--- src/rtl/core/qru_pkg.sv ---
// ----------------------------------------------------------------------------
// qru_pkg
// shared types, operation codes and fixed-point helpers of the quaternion unit
// ----------------------------------------------------------------------------
package qru_pkg;

    localparam int COMP_WIDTH  = 16;
    localparam int FRAC_BITS   = 14;
    localparam int INNER_WIDTH = 32;
    localparam int ACC_WIDTH   = 48;
    localparam int ELEMS       = 9;

    typedef logic signed [COMP_WIDTH-1:0]  t_comp;
    typedef logic signed [INNER_WIDTH-1:0] t_inner;
    typedef logic signed [ACC_WIDTH-1:0]   t_acc;

    localparam logic [1:0] OP_PRODUCT = 2'd0;
    localparam logic [1:0] OP_ROTATE  = 2'd1;
    localparam logic [1:0] OP_MATRIX  = 2'd2;
    localparam logic [1:0] OP_NONE    = 2'd3;  // unknown code, no result

    typedef struct packed {
        logic [1:0] operation;
        t_comp      q_w;
        t_comp      q_x;
        t_comp      q_y;
        t_comp      q_z;
        t_comp      r_w;
        t_comp      r_x;
        t_comp      r_y;
        t_comp      r_z;
    } t_in;

    typedef struct packed {
        t_comp      out_w;
        t_comp      out_x;
        t_comp      out_y;
        t_comp      out_z;
        logic [1:0] row_index;
        logic       last;
        logic       overflow;
    } t_out;

    // stage bundle between datapath and emitter
    typedef struct packed {
        logic       valid;
        logic [1:0] op;
        logic       ovf;
    } t_ctl;

    function automatic t_acc mul(input t_comp a, input t_inner b);
        return t_acc'(a) * t_acc'(b);
    endfunction

    // round to nearest, ties up
    function automatic t_acc rnd(input t_acc p, input int s);
        return (p + (t_acc'(1) <<< (s - 1))) >>> s;
    endfunction

    function automatic logic ovf_w(input t_acc v, input int w);
        t_acc hi;
        t_acc lo;
        hi = (t_acc'(1) <<< (w - 1)) - t_acc'(1);
        lo = -(t_acc'(1) <<< (w - 1));
        return (v > hi) || (v < lo);
    endfunction

    function automatic t_acc sat_w(input t_acc v, input int w);
        t_acc hi;
        t_acc lo;
        hi = (t_acc'(1) <<< (w - 1)) - t_acc'(1);
        lo = -(t_acc'(1) <<< (w - 1));
        if (v > hi) begin
            return hi;
        end else if (v < lo) begin
            return lo;
        end
        return v;
    endfunction

endpackage

--- src/rtl/core/qru_emit.sv ---
// ----------------------------------------------------------------------------
// qru_emit
// output saturation and matrix row sequencing into the result register
// ----------------------------------------------------------------------------
module qru_emit import qru_pkg::*; (
    input  logic i_clk,
    input  logic i_rst_n,
    input  t_ctl i_ctl,
    input  t_acc i_elem [ELEMS],
    output logic o_valid,
    output t_out o_result
);

    logic       r_valid, n_valid;
    t_out       r_out, n_out;
    logic [1:0] r_row, n_row;
    logic       r_ovf, n_ovf;
    t_acc       r_rows [6];
    t_acc       sel [4];
    logic       sel_ovf;
    logic [1:0] sel_row;
    logic       sel_last;

    always_comb begin
        n_row    = r_row;
        n_ovf    = r_ovf;
        n_valid  = 1'b0;
        sel      = '{default: '0};
        sel_ovf  = 1'b0;
        sel_row  = 2'd0;
        sel_last = 1'b1;
        if (i_ctl.valid) begin
            n_valid = 1'b1;
            sel_ovf = i_ctl.ovf;
            if (i_ctl.op == OP_MATRIX) begin
                sel[1]   = i_elem[0];
                sel[2]   = i_elem[1];
                sel[3]   = i_elem[2];
                sel_last = 1'b0;
                n_row    = 2'd1;
                n_ovf    = i_ctl.ovf;
            end else begin
                for (int j = 0; j < 4; j++) begin
                    sel[j] = i_elem[j];
                end
            end
        end else if (r_row != 2'd0) begin
            // remaining matrix rows
            n_valid = 1'b1;
            sel_ovf = r_ovf;
            sel_row = r_row;
            if (r_row == 2'd1) begin
                sel[1]   = r_rows[0];
                sel[2]   = r_rows[1];
                sel[3]   = r_rows[2];
                sel_last = 1'b0;
                n_row    = 2'd2;
            end else begin
                sel[1] = r_rows[3];
                sel[2] = r_rows[4];
                sel[3] = r_rows[5];
                n_row  = 2'd0;
            end
        end
        n_out.out_w     = t_comp'(sat_w(sel[0], COMP_WIDTH));
        n_out.out_x     = t_comp'(sat_w(sel[1], COMP_WIDTH));
        n_out.out_y     = t_comp'(sat_w(sel[2], COMP_WIDTH));
        n_out.out_z     = t_comp'(sat_w(sel[3], COMP_WIDTH));
        n_out.row_index = sel_row;
        n_out.last      = sel_last;
        n_out.overflow  = sel_ovf | ovf_w(sel[0], COMP_WIDTH) | ovf_w(sel[1], COMP_WIDTH)
                        | ovf_w(sel[2], COMP_WIDTH) | ovf_w(sel[3], COMP_WIDTH);
    end

    always_ff @(posedge i_clk) begin
        if (!i_rst_n) begin
            r_valid <= 1'b0;
            r_row   <= 2'd0;
        end else begin
            r_valid <= n_valid;
            r_row   <= n_row;
        end
        r_out <= n_out;
        r_ovf <= n_ovf;
        if (i_ctl.valid && (i_ctl.op == OP_MATRIX)) begin
            for (int j = 0; j < 6; j++) begin
                r_rows[j] <= i_elem[3+j];
            end
        end
    end

    assign o_valid  = r_valid;
    assign o_result = r_out;

endmodule

--- config.mk ---
export PLATFORM = sky130hd
export DESIGN_NAME = qru_emit
export DESIGN_NICKNAME = d
export VERILOG_FILES = /design/src/rtl/core/qru_pkg.sv /design/src/rtl/core/qru_emit.sv
export SDC_FILE = /design/constraint.sdc
export NUM_CORES = 1
export LEC_CHECK = 0
export BUFFER_PORTS_ARGS = -buffer_cell sky130_fd_sc_hd__buf_2
export CAP_MARGIN = 20
export CORE_AREA = 5 5 195 197
export DETAILED_ROUTE_END_ITERATION = 10
export DIE_AREA = 0 0 200 202
export PLACE_DENSITY_LB_ADDON = 0.2
export SLEW_MARGIN = 25
export SYNTH_ARGS = -nofsm -noshare
export SYNTH_HDL_FRONTEND = slang
export SYNTH_SLANG_ARGS = --single-unit
--- constraint.sdc ---
create_clock -name i_clk -period 13.4 [get_ports i_clk]
set_clock_uncertainty 0.2 [all_clocks]
set_input_delay 1.34 -clock i_clk [delete_from_list [all_inputs] [get_ports i_clk]]
set_output_delay 1.34 -clock i_clk [all_outputs]
set_load 0.005 [all_outputs]
==> summary.md <==
| Metric | Value |
|---|---|
| Placer Congestion | `slightly above 0.9` |
| Die area | `a little over 0.04 mm²` |
| Slowest Stage Delay on Critical Path | `about 0.8 ns` |
| Via-to-Cell Ratio | `5.968` |
| Hold_ws | `between 0.4 and 0.5 ns` |
| Max Fanout on Critical Path | `75` |
| Clk Latency, worst-skew pair | `0.56 ns` |
| Longest Clk Path Bufs | `3` |
| CTS Buf Count | `40` |
| H-tree levels | `2` |
| Synthesis-stage register bit count | `360` |
| Post-synth top area share | `between 50% and 60%` |
| Commonest non-fill, non-tap cell in the layout | `buf_2` |
| DIE HEIGHT | `around 200 µm` |
| Setup Buffers After CTS | `0` |
| Data arrival, critical path | `5.45 ns` |
| Rows | `70` |
| Largest net degree at the start of global routing | `between 100 and 150` |
| Final HPWL DP | `43.80 mm` |
| DRC viols | `0` |
| Avg WL per Cell | `roughly 27 µm` |
| First-pass GRT wire length | `83.77 mm` |
| Ys flop type | `edfxtp_1` |
| IO buf count | `just over 500` |
| Syn Nets | `~1.7k` |
| Sequential area share after synthesis | `between 60% and 70%` |
| TritonCTS clock tree | `built` |
| Max Slew Vio Count | `0` |
| Buf+Inv Stages, Crit Path | `2` |
| Reg2Reg Depth | `8` |
| Peak supply drop | `0.1174 mV` |
| Core box area | `approximately 0.036 mm²` |
| Final ANT Viol Nets | `0` |
| Synth area leaders | `edfxtp_1 57%, dfxtp_1 9.4%, nand2_1 7.2%, a221oi_1 5.9%, a31oi_1 3.0%` |
| Fmax | `roughly 0.19 GHz` |
| Total GRT Usage | `27.91%` |
| R2r setup slk | `a little over 8 ns` |
| Final Setup Violations | `0` |
| Post-synth top area cell | `edfxtp_1` |
| Status | `complete, no violations` |
| Mapped Cells | `roughly 1.2k` |
| Sequential share of power | `between 40 and 50%` |
| Post-cts sizing count | `0` |
| Hold EP | `o_result[25]$_DFF_P_` |
| Mapped Area | `around 0.015 mm²` |
| Internal Power | `between 2 and 2.5 mW` |
| Net count, final | `about 2.1k` |
| Shortest period the worst path allows | `between 5 and 6 ns` |
| Slew HR | `30.79%` |
| Final Hold Fails | `0` |
| Clk pwr share | `between 40% and 50%` |
| RSZ-0062 raised after global routing | `false` |
| Leak | `~7.6 nW` |
| Die Wd | `roughly 200 µm` |
| Iteration-0 DRC Markers | `roughly 1.4k` |
| Area Overhead vs Synth | `28.47%` |
| CP Class | `reg2reg` |
| DR pass1 iterations | `6` |
| Crit path required time | `approximately 14 ns` |
| Post-synth EDFFs | `about 290` |
| Starting Density | `between 40% and 50%` |
| Sw Share | `between 20% and 30%` |
| Initial antenna violation count | `16` |
| Combinational Power Share | `approximately a tenth` |
| Synth Area per Inst | `12.26 µm²` |
| FF-to-FF Start | `r_row[1]$_SDFFE_PN0P_` |
| Clock sink count | `360` |
| CP max stage cell | `buf_4` |
| Crit start category | `flip-flop` |
| Switching power | `about 650 µW` |
| Worst path top cell family by delay | `compound AO/OA/AOI/OAI gates` |
| Most frequent cells in the layout | `505 x buf_2, 292 x nand2_1, 289 x edfxtp_1` |
| PD cells | `around 140 mW/mm²` |
| Hold Path Stages | `4` |
| Reg clk slew, reported paths | `roughly 0.060 ns` |
| Io pins | `507` |
| Total Wirelength | `about 59 mm` |
| RR Endpoint | `o_result[0]$_DFF_P_` |
| Worst-path cell chain | `buf_4, buf_4, nand2b_1, o21ai_0, o32a_1, a2111oi_0, a41oi_2, or3_1` |
| Congestion Overflow GR | `0` |
| Final period utilization | `about 40%` |
| Maxcap violations | `0` |
| CP Depth | `8` |
| Vias in the first global route | `13.12k` |
| Ys Warns | `0` |
| Setup total negative slack | `0 ns` |
| Worst path most repeated cell | `buf_4` |
| Async SR Flop Fraction | `0%` |
| Hold Crit Start | `r_rows[1][5]$_DFFE_PP_` |
| Vias | `13.27k` |
| Share of layout cells above drive strength 1 | `between 30 and 40%` |
| Post-synth cell types | `56` |
| Root Buffer | `clkbuf_16` |
| Hold Crit Class | `reg2reg` |
| Hold buffers post-CTS | `0` |
| CP endpoint kind | `flip-flop` |
| Slew @ Worst Pin | `between 1 and 1.5 ns` |
==> layer usage <==
layer / GRT usage (%) / routed length, µm / up-vias
met4: 10.77 / 2312 / 4
met3: 6.751 / 6631 / 140
met1: 38.56 / 23350 / 6372
met2: 42.63 / 26830 / 887
met5: 0.4938 / 21 / -
li1: - / - / 5863
==> state kept, by name, summed over array words and instances, names as in the netlist <==
| name | flops |
|---|---|
| r_ovf | 1 |
| r_row | 2 |
| o_valid | 1 |
| r_rows | 288 |
| o_result | 68 |
==> final cells by class <==
| type | instances | area [µm²] |
|---|---|---|
| Fill cell | 3101 | 16590 |
| Sequential cell | 360 | 10100 |
| Multi-Input combinational cell | 782 | 4642 |
| Timing Repair Buffer | 525 | 2696 |
| Clock buffer | 52 | 1109 |
| Tap cell | 468 | 585.6 |
| Clock inverter | 21 | 317.8 |
| Antenna cell | 14 | 35.03 |
| Inverter | 1 | 3.754 |
==> tightest hold or removal path, cell delays in order (launching register included) <==
cell and delay, ns:
edfxtp_1 0.32, a221oi_1 0.07, a31oi_1 0.14, nand2_1 0.06, nand2_1 0.05
==> Yosys cell counts (18+ instances only) <==
cell type  number
edfxtp_1      289
nand4_1        43
a21o_1         30
nor2_1         21
nor4_1         33
o21ai_0        22
a31o_2         39
nand2_1       292
nor3_1         18
buf_2          29
dfxtp_1        71
a221oi_1      103
a31oi_1        73
clkbuf_1       42
==> kinds of logic (layout without fill, tap and decap cells) <==
logic type / Yosys count / in the layout / synth area share (%)
compound gates: 327 / 327 / 16.72
buf+inv: 96 / 599 / 3.133
flops: 360 / 360 / 66.56
mux: 1 / 1 / 0.06597
other cells: 0 / 14 / 0
simple gates: 454 / 454 / 13.52
==> power groups by stage <==
stage	sequential (mW)	clock, mW	combinational (mW)
floorplan	1.32	0	0.119
global placement	1.32	0	0.271
detailed placement	1.32	0	0.275
CTS	1.30	1.21	0.276
global route	1.30	1.26	0.300
finish	1.30	1.19	0.280
==> metrics by stage <==
stage / utilization [%] / std cells / setup WS, ns / instance area (µm²) / total power, mW
final: 54.02 / 2223 / 8.190 / 19490 / 2.770
after global routing: 54.01 / 2222 / 7.939 / 19490 / 2.864
after CTS: 53.92 / 2209 / 8.157 / 19460 / 2.782
after detailed placement: 49.97 / 2136 / 7.827 / 18030 / 1.595
after global placement: 49.97 / 2136 / 7.860 / 18030 / 1.592
after floorplan: - / 1238 / 2.976 / 15170 / 1.441
==> worst max-delay path by stage <==
stage | startpoint | to | slack (ns)
floorplan | i_ctl[3] | r_ovf$_DFFE_PP_ | 2.98
global placement | i_ctl[3] | o_result[0]$_DFF_P_ | 7.86
detailed placement | i_ctl[3] | o_result[0]$_DFF_P_ | 7.83
CTS | r_row[1]$_SDFFE_PN0P_ | o_result[0]$_DFF_P_ | 8.16
global route | r_row[1]$_SDFFE_PN0P_ | o_result[0]$_DFF_P_ | 7.94
finish | r_row[1]$_SDFFE_PN0P_ | o_result[0]$_DFF_P_ | 8.19
Note: power is estimated with default switching activity, not from simulation.
